`config.mk`:
```
export PLATFORM = sky130hd
export DESIGN_NAME = sha256_hasher_top
export DESIGN_NICKNAME = d
export VERILOG_FILES = /design/src/sha_pkg.sv /design/src/sha_datapath.sv /design/src/sha_ctrl.sv /design/src/sha256_hasher_top.sv
export VERILOG_INCLUDE_DIRS = /design/src /design/src/src
export SDC_FILE = /design/constraint.sdc
export NUM_CORES = 2
export LEC_CHECK = 0
export BUFFER_PORTS_ARGS = -buffer_cell sky130_fd_sc_hd__buf_2
export CORE_MARGIN = 5
export CORE_UTILIZATION = 45
export DETAILED_ROUTE_END_ITERATION = 8
export PLACE_DENSITY = 0.66
export REMOVE_ABC_BUFFERS = 1
export SLEW_MARGIN = 20
export SYNTH_ARGS = -nofsm -noshare
export SYNTH_HDL_FRONTEND = slang
export SYNTH_SLANG_ARGS = --single-unit
```
`constraint.sdc`:
```
create_clock -name clk -period 15.1 [get_ports clk]
set_input_delay 0.755 -clock clk [delete_from_list [all_inputs] [get_ports clk]]
set_output_delay 0.755 -clock clk [all_outputs]
set_load 0.01 [all_outputs]
```
`src/sha256_hasher_top_macros.svh`:
```
// assertion macros for the sha256 hasher
// used by the controller
`ifndef SHA256_HASHER_TOP_MACROS_SVH
`define SHA256_HASHER_TOP_MACROS_SVH
`define SHA_ASSERT_IMP(lbl, a, c) \
  lbl: assert property (@(posedge clk) disable iff (!rst_n) (a) |-> (c)) \
    else $error("sha256 check failed");
`define SHA_ASSERT_NXT(lbl, a, c) \
  lbl: assert property (@(posedge clk) disable iff (!rst_n) (a) |=> (c)) \
    else $error("sha256 check failed");
`endif

```
`src/sha_pkg.sv`:
```
// shared types, constants and round functions for the sha256 hasher
// no dependencies
package sha_pkg;
  typedef struct packed {
    logic [31:0] msg_word;
    logic [2:0]  valid_bytes;
    logic        last_word;
  } sha_in_t;

  typedef struct packed {
    logic [31:0] digest_word;
    logic        last_digest;
  } sha_out_t;

  // controller to datapath commands
  localparam logic [2:0] CMD_NONE  = 3'd0;
  localparam logic [2:0] CMD_PUT   = 3'd1;
  localparam logic [2:0] CMD_START = 3'd2;
  localparam logic [2:0] CMD_ROUND = 3'd3;
  localparam logic [2:0] CMD_FOLD  = 3'd4;
  localparam logic [2:0] CMD_INIT  = 3'd5;

  typedef struct packed {
    logic [2:0] op;
    logic [7:0] byte_val;
    logic [5:0] round;
  } sha_cmd_t;

  localparam logic [255:0] INIT_HASH = {
    32'h6a09e667, 32'hbb67ae85, 32'h3c6ef372, 32'ha54ff53a,
    32'h510e527f, 32'h9b05688c, 32'h1f83d9ab, 32'h5be0cd19};

  function automatic logic [31:0] round_k(input logic [5:0] r);
    logic [31:0] k;
    unique case (r)
      6'd0: k = 32'h428a2f98; 6'd1: k = 32'h71374491; 6'd2: k = 32'hb5c0fbcf;
      6'd3: k = 32'he9b5dba5; 6'd4: k = 32'h3956c25b; 6'd5: k = 32'h59f111f1;
      6'd6: k = 32'h923f82a4; 6'd7: k = 32'hab1c5ed5; 6'd8: k = 32'hd807aa98;
      6'd9: k = 32'h12835b01; 6'd10: k = 32'h243185be; 6'd11: k = 32'h550c7dc3;
      6'd12: k = 32'h72be5d74; 6'd13: k = 32'h80deb1fe; 6'd14: k = 32'h9bdc06a7;
      6'd15: k = 32'hc19bf174; 6'd16: k = 32'he49b69c1; 6'd17: k = 32'hefbe4786;
      6'd18: k = 32'h0fc19dc6; 6'd19: k = 32'h240ca1cc; 6'd20: k = 32'h2de92c6f;
      6'd21: k = 32'h4a7484aa; 6'd22: k = 32'h5cb0a9dc; 6'd23: k = 32'h76f988da;
      6'd24: k = 32'h983e5152; 6'd25: k = 32'ha831c66d; 6'd26: k = 32'hb00327c8;
      6'd27: k = 32'hbf597fc7; 6'd28: k = 32'hc6e00bf3; 6'd29: k = 32'hd5a79147;
      6'd30: k = 32'h06ca6351; 6'd31: k = 32'h14292967; 6'd32: k = 32'h27b70a85;
      6'd33: k = 32'h2e1b2138; 6'd34: k = 32'h4d2c6dfc; 6'd35: k = 32'h53380d13;
      6'd36: k = 32'h650a7354; 6'd37: k = 32'h766a0abb; 6'd38: k = 32'h81c2c92e;
      6'd39: k = 32'h92722c85; 6'd40: k = 32'ha2bfe8a1; 6'd41: k = 32'ha81a664b;
      6'd42: k = 32'hc24b8b70; 6'd43: k = 32'hc76c51a3; 6'd44: k = 32'hd192e819;
      6'd45: k = 32'hd6990624; 6'd46: k = 32'hf40e3585; 6'd47: k = 32'h106aa070;
      6'd48: k = 32'h19a4c116; 6'd49: k = 32'h1e376c08; 6'd50: k = 32'h2748774c;
      6'd51: k = 32'h34b0bcb5; 6'd52: k = 32'h391c0cb3; 6'd53: k = 32'h4ed8aa4a;
      6'd54: k = 32'h5b9cca4f; 6'd55: k = 32'h682e6ff3; 6'd56: k = 32'h748f82ee;
      6'd57: k = 32'h78a5636f; 6'd58: k = 32'h84c87814; 6'd59: k = 32'h8cc70208;
      6'd60: k = 32'h90befffa; 6'd61: k = 32'ha4506ceb; 6'd62: k = 32'hbef9a3f7;
      default: k = 32'hc67178f2;
    endcase
    return k;
  endfunction

  function automatic logic [31:0] rotr(input logic [31:0] x, input int n);
    return (x >> n) | (x << (32 - n));
  endfunction
endpackage

```
`src/sha_datapath.sv`:
```
// message block, schedule, working registers and chaining words
// depends on sha_pkg
module sha_datapath (
  input  logic              clk,
  input  logic              rst_n,
  input  sha_pkg::sha_cmd_t cmd,
  input  logic [2:0]        sel,
  output logic [31:0]       chain_word
);
  import sha_pkg::*;

  logic [31:0] w_r [16];
  logic [31:0] v_r [8];
  logic [31:0] h_r [8];
  logic [5:0]  fill_r;
  logic [31:0] ws, x2, x15, t1, t2, e, a;
  logic [3:0]  idx;
  logic [1:0]  bpos;

  assign idx  = fill_r[5:2];
  assign bpos = fill_r[1:0];
  assign x2   = w_r[4'(cmd.round - 6'd2)];
  assign x15  = w_r[4'(cmd.round - 6'd15)];
  assign e    = v_r[4];
  assign a    = v_r[0];

  always_comb begin
    if (cmd.round >= 6'd16)
      ws = w_r[cmd.round[3:0]] + (rotr(x2, 17) ^ rotr(x2, 19) ^ (x2 >> 10))
         + w_r[4'(cmd.round - 6'd7)] + (rotr(x15, 7) ^ rotr(x15, 18) ^ (x15 >> 3));
    else
      ws = w_r[cmd.round[3:0]];
    t1 = v_r[7] + (rotr(e, 6) ^ rotr(e, 11) ^ rotr(e, 25))
       + (v_r[6] ^ (e & (v_r[5] ^ v_r[6]))) + round_k(cmd.round) + ws;
    t2 = (rotr(a, 2) ^ rotr(a, 13) ^ rotr(a, 22)) + (((a | v_r[1]) & v_r[2]) | (a & v_r[1]));
  end

  assign chain_word = h_r[sel];

  always_ff @(posedge clk) begin
    if (!rst_n) begin
      fill_r <= '0;
      for (int j = 0; j < 8; j++) h_r[j] <= INIT_HASH[255 - 32*j -: 32];
    end else begin
      unique case (cmd.op)
        CMD_PUT: begin
          if (bpos == 2'd0) w_r[idx] <= {cmd.byte_val, 24'd0};
          else w_r[idx][8*(3-bpos) +: 8] <= cmd.byte_val;
          fill_r <= fill_r + 6'd1;
        end
        CMD_START: for (int j = 0; j < 8; j++) v_r[j] <= h_r[j];
        CMD_ROUND: begin
          w_r[cmd.round[3:0]] <= ws;
          for (int j = 1; j < 4; j++) v_r[j] <= v_r[j-1];
          for (int j = 5; j < 8; j++) v_r[j] <= v_r[j-1];
          v_r[4] <= v_r[3] + t1;
          v_r[0] <= t1 + t2;
        end
        CMD_FOLD: for (int j = 0; j < 8; j++) h_r[j] <= h_r[j] + v_r[j];
        CMD_INIT: begin
          fill_r <= '0;
          for (int j = 0; j < 8; j++) h_r[j] <= INIT_HASH[255 - 32*j -: 32];
        end
        default: ;
      endcase
    end
  end
endmodule

```
`src/sha_ctrl.sv`:
```
// controller: byte feeding, padding, rounds and digest output
// depends on sha_pkg and the macro header
`include "sha256_hasher_top_macros.svh"
module sha_ctrl (
  input  logic               clk,
  input  logic               rst_n,
  input  logic [3:0]         digest_words,
  input  logic               in_valid,
  output logic               in_ready,
  input  sha_pkg::sha_in_t   in_data,
  output logic               out_valid,
  input  logic               out_ready,
  output sha_pkg::sha_out_t  out_data,
  input  logic [31:0]        chain_word,
  output sha_pkg::sha_cmd_t  cmd,
  output logic [2:0]         sel
);
  import sha_pkg::*;

  localparam logic [2:0] ST_IDLE  = 3'd0;
  localparam logic [2:0] ST_BYTES = 3'd1;
  localparam logic [2:0] ST_PAD   = 3'd2;
  localparam logic [2:0] ST_RND   = 3'd3;
  localparam logic [2:0] ST_FOLD  = 3'd4;
  localparam logic [2:0] ST_OUT   = 3'd5;
  localparam logic [2:0] ST_LOAD  = 3'd6;

  logic [2:0]  st_r, st_nxt;
  logic [31:0] word_r, word_nxt;
  logic [2:0]  nb_r, nb_nxt, bi_r, bi_nxt;
  logic        last_r, last_nxt, pad_r, pad_nxt;
  logic [63:0] len_r, len_nxt, plen_r, plen_nxt;
  logic [5:0]  fill_r, fill_nxt, rnd_r, rnd_nxt;
  logic [1:0]  pph_r, pph_nxt;   // 0 marker, 1 zeros, 2 length, 3 done
  logic [2:0]  oi_r, oi_nxt, on_r, on_nxt;
  logic [3:0]  dw_sat;
  logic        put;

  assign dw_sat = (digest_words == 4'd0) ? 4'd1 : (digest_words > 4'd8) ? 4'd8 : digest_words;
  assign in_ready  = (st_r == ST_IDLE);
  assign out_valid = (st_r == ST_OUT);
  assign sel       = oi_r;
  assign out_data.digest_word = chain_word;
  assign out_data.last_digest = (oi_r == on_r);

  always_comb begin
    st_nxt = st_r; word_nxt = word_r; nb_nxt = nb_r; bi_nxt = bi_r; last_nxt = last_r;
    len_nxt = len_r; plen_nxt = plen_r; fill_nxt = fill_r; rnd_nxt = rnd_r;
    pph_nxt = pph_r; oi_nxt = oi_r; on_nxt = on_r; pad_nxt = pad_r;
    cmd = '{op: CMD_NONE, byte_val: 8'd0, round: rnd_r};
    put = 1'b0;
    unique case (st_r)
      ST_IDLE: if (in_valid) begin
        word_nxt = in_data.msg_word;
        last_nxt = in_data.last_word;
        nb_nxt = (!in_data.last_word || in_data.valid_bytes > 3'd4) ? 3'd4
                 : in_data.valid_bytes;
        bi_nxt = 3'd0;
        pad_nxt = 1'b0;
        st_nxt = ST_BYTES;
      end
      ST_BYTES: begin
        if (bi_r == nb_r) begin
          len_nxt = len_r + {58'd0, nb_r, 3'd0};
          if (last_r) begin
            plen_nxt = len_r + {58'd0, nb_r, 3'd0};
            pph_nxt = 2'd0;
            pad_nxt = 1'b1;
            st_nxt = ST_PAD;
          end else st_nxt = ST_IDLE;
        end else begin
          put = 1'b1;
          cmd.op = CMD_PUT;
          cmd.byte_val = word_r[31:24];
          word_nxt = {word_r[23:0], 8'd0};
          bi_nxt = bi_r + 3'd1;
        end
      end
      ST_PAD: begin
        if (pph_r == 2'd3) begin
          on_nxt = 3'(dw_sat - 4'd1);
          oi_nxt = 3'd0;
          st_nxt = ST_OUT;
        end else begin
          put = 1'b1;
          cmd.op = CMD_PUT;
          unique case (pph_r)
            2'd0: begin cmd.byte_val = 8'h80; pph_nxt = (fill_r == 6'd55) ? 2'd2 : 2'd1; end
            2'd1: if (fill_r == 6'd55) pph_nxt = 2'd2;
            default: begin
              cmd.byte_val = plen_r[63:56];
              plen_nxt = {plen_r[55:0], 8'd0};
              if (fill_r == 6'd63) pph_nxt = 2'd3;
            end
          endcase
        end
      end
      // block full: load working registers after the last byte lands
      ST_LOAD: begin
        cmd.op = CMD_START;
        st_nxt = ST_RND;
      end
      ST_RND: begin
        cmd.op = CMD_ROUND;
        rnd_nxt = rnd_r + 6'd1;
        if (rnd_r == 6'd63) st_nxt = ST_FOLD;
      end
      ST_FOLD: begin
        cmd.op = CMD_FOLD;
        st_nxt = pad_r ? ST_PAD : ST_BYTES;
      end
      ST_OUT: if (out_ready) begin
        oi_nxt = oi_r + 3'd1;
        if (oi_r == on_r) begin
          cmd.op = CMD_INIT;
          len_nxt = '0;
          fill_nxt = '0;
          st_nxt = ST_IDLE;
        end
      end
      default: st_nxt = ST_IDLE;
    endcase
    if (put) begin
      fill_nxt = fill_r + 6'd1;
      if (fill_r == 6'd63) begin
        rnd_nxt = 6'd0;
        st_nxt = ST_LOAD;
      end
    end
  end

  always_ff @(posedge clk) begin
    if (!rst_n) begin
      st_r <= ST_IDLE; len_r <= '0; fill_r <= '0; rnd_r <= '0;
    end else begin
      st_r <= st_nxt; len_r <= len_nxt; fill_r <= fill_nxt; rnd_r <= rnd_nxt;
    end
    word_r <= word_nxt; nb_r <= nb_nxt; bi_r <= bi_nxt; last_r <= last_nxt;
    plen_r <= plen_nxt; pph_r <= pph_nxt; oi_r <= oi_nxt; on_r <= on_nxt;
    pad_r <= pad_nxt;
  end

  `SHA_ASSERT_IMP(a_ready_idle, in_ready, !out_valid)
  `SHA_ASSERT_NXT(a_round_wrap, st_r == ST_RND && rnd_r == 6'd63, st_r == ST_FOLD)
  `SHA_ASSERT_IMP(a_out_range, out_valid, oi_r <= on_r)
  `SHA_ASSERT_NXT(a_full_to_load, put && fill_r == 6'd63, st_r == ST_LOAD && rnd_r == 6'd0)
endmodule

```
`src/sha256_hasher_top.sv`:
```
// channel    | ports                               | payload
// request in | in_valid, in_ready, in_data         | sha_in_t
// digest out | out_valid, out_ready, out_data      | sha_out_t
// config     | cfg_we, cfg_data                    | digest_words
// a word is accepted in idle, then its bytes are put into the block one at a time until the byte count ends it
// a full block adds a load of the working registers, 64 rounds and a fold into the chaining words
// a last word adds the padding bytes and up to two blocks, then one output per cycle while out_ready is high
// synchronous active-low reset returns to the initial hash, digest_words 8
// one request at a time; output stalls hold the digest word
// depends on sha_pkg, sha_ctrl and sha_datapath
module sha256_hasher_top (
  input  logic              clk,
  input  logic              rst_n,
  input  logic              cfg_we,
  input  logic [3:0]        cfg_data,
  input  logic              in_valid,
  output logic              in_ready,
  input  sha_pkg::sha_in_t  in_data,
  output logic              out_valid,
  input  logic              out_ready,
  output sha_pkg::sha_out_t out_data
);
  import sha_pkg::*;

  logic [3:0]  dw_r;
  sha_cmd_t    cmd;
  logic [2:0]  sel;
  logic [31:0] chain_word;

  always_ff @(posedge clk) begin
    if (!rst_n) dw_r <= 4'd8;
    else if (cfg_we) dw_r <= cfg_data;
  end

  sha_ctrl u_ctrl (
    .clk, .rst_n, .digest_words(dw_r), .in_valid, .in_ready, .in_data,
    .out_valid, .out_ready, .out_data, .chain_word, .cmd, .sel
  );

  sha_datapath u_dp (.clk, .rst_n, .cmd, .sel, .chain_word);
endmodule

```
# [After elaboration in Yosys (flattened, before gate mapping)]
# Memory sizes are Yosys's and may differ from the RTL's. A register that Yosys moved wholly into a read port is not among the register bits.
# Cells that the tools add are included.
[totals] out_inout_bits=35 latchBits=0 inputBits=45 memories=4 ff_bits=201 rom_bits=2048 mem_bits_rw=1024 wordCells=334
[mem_list] name="(no name shown)" words=64 word_bits=32 rd=1 rd_clocked_by_memory_dff=1 wr=0 line_no="sha_pkg.sv:35" text="unique case (r)"
[mem_list] name="u_dp.w_r" words=16 word_bits=32 rd=4 rd_clocked_by_memory_dff=1 wr=1 line_no="sha_datapath.sv:12" text="logic [31:0] w_r [16];"
[mem_list] name="u_dp.h_r" words=8 word_bits=32 rd=9 rd_clocked_by_memory_dff=1 wr=8 line_no="sha_datapath.sv:14" text="logic [31:0] h_r [8];"
[mem_list] name="u_dp.v_r" words=8 word_bits=32 rd=8 rd_clocked_by_memory_dff=0 wr=8 line_no="sha_datapath.sv:13" text="logic [31:0] v_r [8];"
[op_classes] magnitude_cmp=3 add_sub_neg=30 n_mul=0 div_mod_pow=0 eq_ne=29 n_bitwise=81 n_reduce_logical=25 shift=2 mux=145
[op_table] op="32-bit two-way mux" count=30
[op_table] op="32-bit adder" count=18
[op_table] op="64-bit two-way mux" count=7
[op_table] op="64-bit case mux with 2 select lines" count=2
[op_table] op="32-bit bitwise XOR" count=8
[op_table] op="32-bit AND" count=3
[op_table] op="64-bit by 6-bit adder with 64-bit output" count=1
[op_table] op="32-bit OR" count=2
[op_table] op="32-bit case mux with 2 select lines" count=1
[op_table] op="1-bit two-way mux" count=57
[op_table] op="1-bit OR" count=56
[op_table] op="3-bit two-way mux" count=17
[op_table] op="6-bit two-way mux" count=8
[op_table] op="32-bit negation with 34-bit output" count=1
[op_table] op="8-bit by 34-bit variable shift with 32-bit output (first input constant)" count=1
[op_table] op="8-bit by 34-bit indexed part select with 32-bit output" count=1
[op_table] op="10-bit by 32-bit OR with 32-bit output" count=1
[op_table] op="13-bit by 32-bit OR with 32-bit output" count=1
[op_table] op="14-bit by 32-bit OR with 32-bit output" count=1
[op_table] op="15-bit by 32-bit OR with 32-bit output" count=1
[op_table] op="19-bit by 32-bit OR with 32-bit output" count=1
[op_table] op="21-bit by 32-bit OR with 32-bit output" count=1
[op_table] op="25-bit by 32-bit OR with 32-bit output" count=1
[op_table] op="26-bit by 32-bit OR with 32-bit output" count=1
[op_table] op="other kinds (48)" count=94

# [Depth between registers and ports, before layout]
# An unclocked memory read counts as a cell.
[depth] ltp_word=12 ltp_mapped=54 mapped_depth_nobuf=50

# [By module]
# A second synthesis with hierarchy kept.
[hier_totals] hier_cells=8123 hier_area_um2=87803.0
[modules_own_cells] mod="sha_datapath" area_each_um2=77449.3 cells_each=6974 instances=1 seq_area_each_um2=29588.4
[modules_own_cells] mod="sha_ctrl" area_each_um2=10206.0 cells_each=1136 instances=1 seq_area_each_um2=4794.6
[modules_own_cells] mod="sha256_hasher_top" area_each_um2=147.6 cells_each=13 instances=1 seq_area_each_um2=80.1

# [Least setup slack after synthesis]
# No wires, ideal clock.
[synth_timing] path_type="flip-flop to flip-flop" start="register u_ctrl.rnd_r[2]" end="memory u_dp.v_r[0][30], data pin" synth_period_minus_slack_ns=11.991 t_arrival_ns=11.723 required_time_ns=14.832 path_buffers=3 setup_slack_ns=3.109 setup_ns=0.268 path_stages_with_launch=51 cell_sequence="dfxtp_1 > clkbuf_1 > inv_2 > buf_1 > ha_1 > xor2_1 > buf_1 > mux4_2 > xnor2_1 > xnor2_1 > fa_1 > fa_1 > ha_1 > fa_1 > a211oi_1 > o21ai_0 > o21a_1 > a21o_1 > (+15 left out) > o31ai_1 > nand2b_1 > a21o_1 > a21o_1 > a21o_1 > a21oi_1 > xnor2_1 > fa_1 > ha_1 > a21o_1 > a21o_1 > a21o_1 > nand2b_1 > inv_1 > a211o_1 > a21oi_1 > xor2_1 > o21ai_0"
[synth_lines] element="start, declared" line_no="sha_ctrl.sv:33" text="logic [5:0] fill_r, fill_nxt, rnd_r, rnd_nxt;"
[synth_lines] element="start signal, assigned" line_no="sha_ctrl.sv:136" text="st_r <= st_nxt; len_r <= len_nxt; fill_r <= fill_nxt; rnd_r <= rnd_nxt;"
[synth_lines] element="end, declared" line_no="sha_datapath.sv:13"

==> flow_metrics.tcl <==
set metrics [dict create \
    dpl.hpwl_mm 205.5 \
    numPortBuffers 79 \
    synth_cell_type_count 84 \
    cts_sinks 1254 \
    fill_cells 17070 \
    path_clk_slew_ns 0.06 \
    rsz0062_at_grt "no" \
    intPower_w 0.006463 \
    drtIter0Drc 8162 \
    finalWorstSetupSlack_ns 1.764 \
    cts_tree "built" \
    synth_area_per_cell_um2 10.91 \
    placementRows 161 \
    dieHeight_um 450.7 \
    seqCellArea_um2 35180 \
    finalCritPeriodShare_pct 88.32 \
    hp-class "input pin to register" \
    routed.top_layer "met5" \
    postRouteAntennaNets 0 \
    crit_fanout 34 \
    slowest_stage "ha_2" \
    synth_enable_flop_cells 1005 \
    fmax_mhz 74.99 \
    yosysSeqAreaShare_pct 40.23 \
    setup_violations 0 \
    met1Wirelength_mm 114.3 \
    coreArea_um2 193000 \
    cts_buffers 145 \
    p_sw_share_pct 27.75 \
    grt_max_degree 179 \
    vias 66970 \
    grt_pass1_wl_mm 422.1 \
    hold_buffers 0 \
    p_leak_nw 35.36 \
    outcome "finished, final reports clean" \
    area_delta_synth_final_pct 9.416 \
    arrival_ns 13.84 \
    maxCapViolCount 0 \
    max_stage_delay_ns 0.99 \
    overflow 0 \
    maxSlewViolCount 0 \
    cp_common_cell "a21oi_1" \
    setup_tns_ns 0 \
    fin_crit_ns 13.34 \
    cts_setup_buffers 0 \
    post_cts_resized 0 \
    ioPinCount 80 \
    placed_area_um2 90680 \
    setup.worst_path.end_class "register" \
    cts_max_path_buffers 3 \
    seq_power_share_pct 42.7 \
    synth_area_um2 87410 \
    wl_met2_mm 127.1 \
    start_util_pct 45.30 \
    dr.pass1.iters 6 \
    gp_congestion 0.9731 \
    die_x_um 450.7 \
    ys_seq_elements 1254 \
    fin_area_um2 95640 \
    route.met3.wl_mm 30.96 \
    multi_input_area_um2 49220 \
    grt_pass1_vias 64730 \
    power.switching_w 0.002483 \
    place_ws_ns 1.912 \
    routed_wl_mm 284.3 \
    dieArea_um2 203200 \
    crit_path_start "u_ctrl.rnd_r[1]" \
    worst_pin_slew_ns 1.249 \
    criticalPathCategory "register to register" \
    avgViaCountPerCell 6.325 \
    synth-async-reset-ratio_pct 0 \
    pwr-share-comb_pct 17.2 \
    r2r-start "u_ctrl.rnd_r[1]" \
    htreeDepth 4 \
    p_per_area_nw_per_um2 93.53 \
    start_kind "register" \
    ys_warn_count 0 \
    ys.flop_type "edfxtp_1" \
    synthCells 8015 \
    drc 0 \
    peakVddDrop_v 0.0001201 \
    drive_above_1_share_pct 14.24 \
    relSlewSlack_pct 16.41 \
    clock_latency_ns 0.82 \
    nets 8586 \
    clockPowerShare_pct 40.1 \
    hold_start "in_data[0]" \
    fin_skew_ns 0.03660 \
    gr-usage-all-layers_pct 27.29 \
    critPathRequiredTime_ns 15.60 \
    wl_per_cell_um 26.85 \
    antenna_found_initial 2 \
    hold_violations 0 \
    root_buffer "clkbuf_16" \
]
==> routing by layer <==
| layer | vias up | track usage, % |
|---|---|---|
| met1 | 33230 | 37.37 |
| met4 | 4 | 10.12 |
| met3 | 625 | 7.149 |
| li1 | 29360 | - |
| met5 | - | 0 |
| met2 | 3752 | 41.92 |
==> power groups by stage <==
| stage | clock network, W | logic, W | registers [W] |
|---|---|---|---|
| floorplan | 0 | 0.00111 | 0.00389 |
| global placement | 0 | 0.00149 | 0.00389 |
| detailed placement | 0 | 0.00151 | 0.00389 |
| CTS | 0.00363 | 0.00152 | 0.00382 |
| global route | 0.00378 | 0.00171 | 0.00382 |
| finish | 0.00359 | 0.00154 | 0.00382 |
==> flip-flops by register name, indices dropped and copies added (netlist names), 2 cells and up, named ones only <==
register and cells:
u_dp.v_r 256, u_ctrl.nb_r 3, u_ctrl.len_r 61, u_ctrl.word_r 32
u_ctrl.on_r 3, u_ctrl.sel 3, dw_r 4, u_dp.w_r 512
u_dp.h_r 256, u_ctrl.fill_r 6, u_dp.fill_r 6, u_ctrl.st_r 3
u_ctrl.bi_r 3, u_ctrl.rnd_r 6, u_ctrl.plen_r 61, u_ctrl.pph_r 2
==> cell families after synthesis <==
group	share of synthesized area, %
AOI/OAI and AO/OA	11.71
xor gates and xnor gates	6.437
adders and majority gates	10.46
buffers and inverters	3.802
DFF	40.23
muxes	15.85
and+or+nand+nor	11.51
==> synthesized netlist by cell type, types with 54 or more instances <==
cell / n / area, um^2
o21ai_0: 439 / 2197
inv_1: 416 / 1562
and3_1: 68 / 425.4
nand3_1: 122 / 610.6
nor2_1: 493 / 1851
buf_1: 64 / 240.2
edfxtp_1: 1005 / 30180
nand2b_1: 71 / 444.2
nor2b_1: 66 / 412.9
a211oi_1: 54 / 405.4
o211ai_1: 56 / 420.4
mux4_2: 574 / 12930
a21o_1: 216 / 1622
fa_1: 196 / 3924
xnor2_1: 395 / 3460
xor2_1: 236 / 2067
clkbuf_1: 361 / 1355
a21oi_1: 476 / 2382
ha_1: 403 / 5042
nand2_1: 1200 / 4504
nor3_1: 127 / 635.6
dfxtp_1: 249 / 4985
==> worst max-delay path, delay by kind of cell, from the launching register on <==
family | cells | cell delay (ns)
XOR/XNOR | 5 | 0.98
multiplexers | 1 | 0.48
AND/OR/NAND/NOR | 3 | 0.28
AO/OA/AOI/OAI | 22 | 4.78
adder cells (fa/ha/maj) | 9 | 4.46
flip-flops | 1 | 0.70
buffers and inverters | 8 | 1.29
==> final timing paths <==
check	endpoint	slack (ns)	cells past startpoint
worst min register to register	u_ctrl.fill_r[5]	0.49	1
worst max-delay path	u_dp.v_r[0][27]	1.76	48
worst min-delay path	u_ctrl.last_r	0.14	1
worst max register to register	u_dp.v_r[0][27]	1.76	48
==> metrics by stage <==
stage | utilization [%] | instances | power (W) | hold WS (ns)
4_1_cts | 49.45 | 10580 | 0.008973 | 0.08754
5_1_grt | 49.56 | 10590 | 0.009302 | 0.1176
2_1_floorplan | - | 7561 | 0.005000 | 0.4316
6_report | 49.56 | 10590 | 0.008946 | 0.1422
3_3_place_gp | 46.96 | 10310 | 0.005382 | 0.4489
3_5_place_dp | 46.99 | 10320 | 0.005400 | 0.4706
==> placed cells by master (no fill, tap or decap), drive strengths merged, types with 233 or more instances in the layout <==
| cell | n |
|---|---|
| nand2 | 1200 |
| edfxtp | 1005 |
| mux4 | 574 |
| nor2 | 495 |
| a21oi | 476 |
| o21ai | 448 |
| inv | 429 |
| ha | 403 |
| xnor2 | 396 |
| dfxtp | 249 |
| xor2 | 237 |
| buf | 233 |
==> cell type report <==
cell class | instances | area share [%]
Multi-Input combinational cell | 5886 | 51.47
Sequential cell | 1254 | 36.78
Clock buffer | 187 | 4.152
Tap cell | 2526 | 3.305
Timing Repair Buffer | 234 | 1.811
Inverter | 421 | 1.656
Clock inverter | 79 | 0.8229
Antenna cell | 1 | 0.002616
Power figures use the tool's default switching activity.
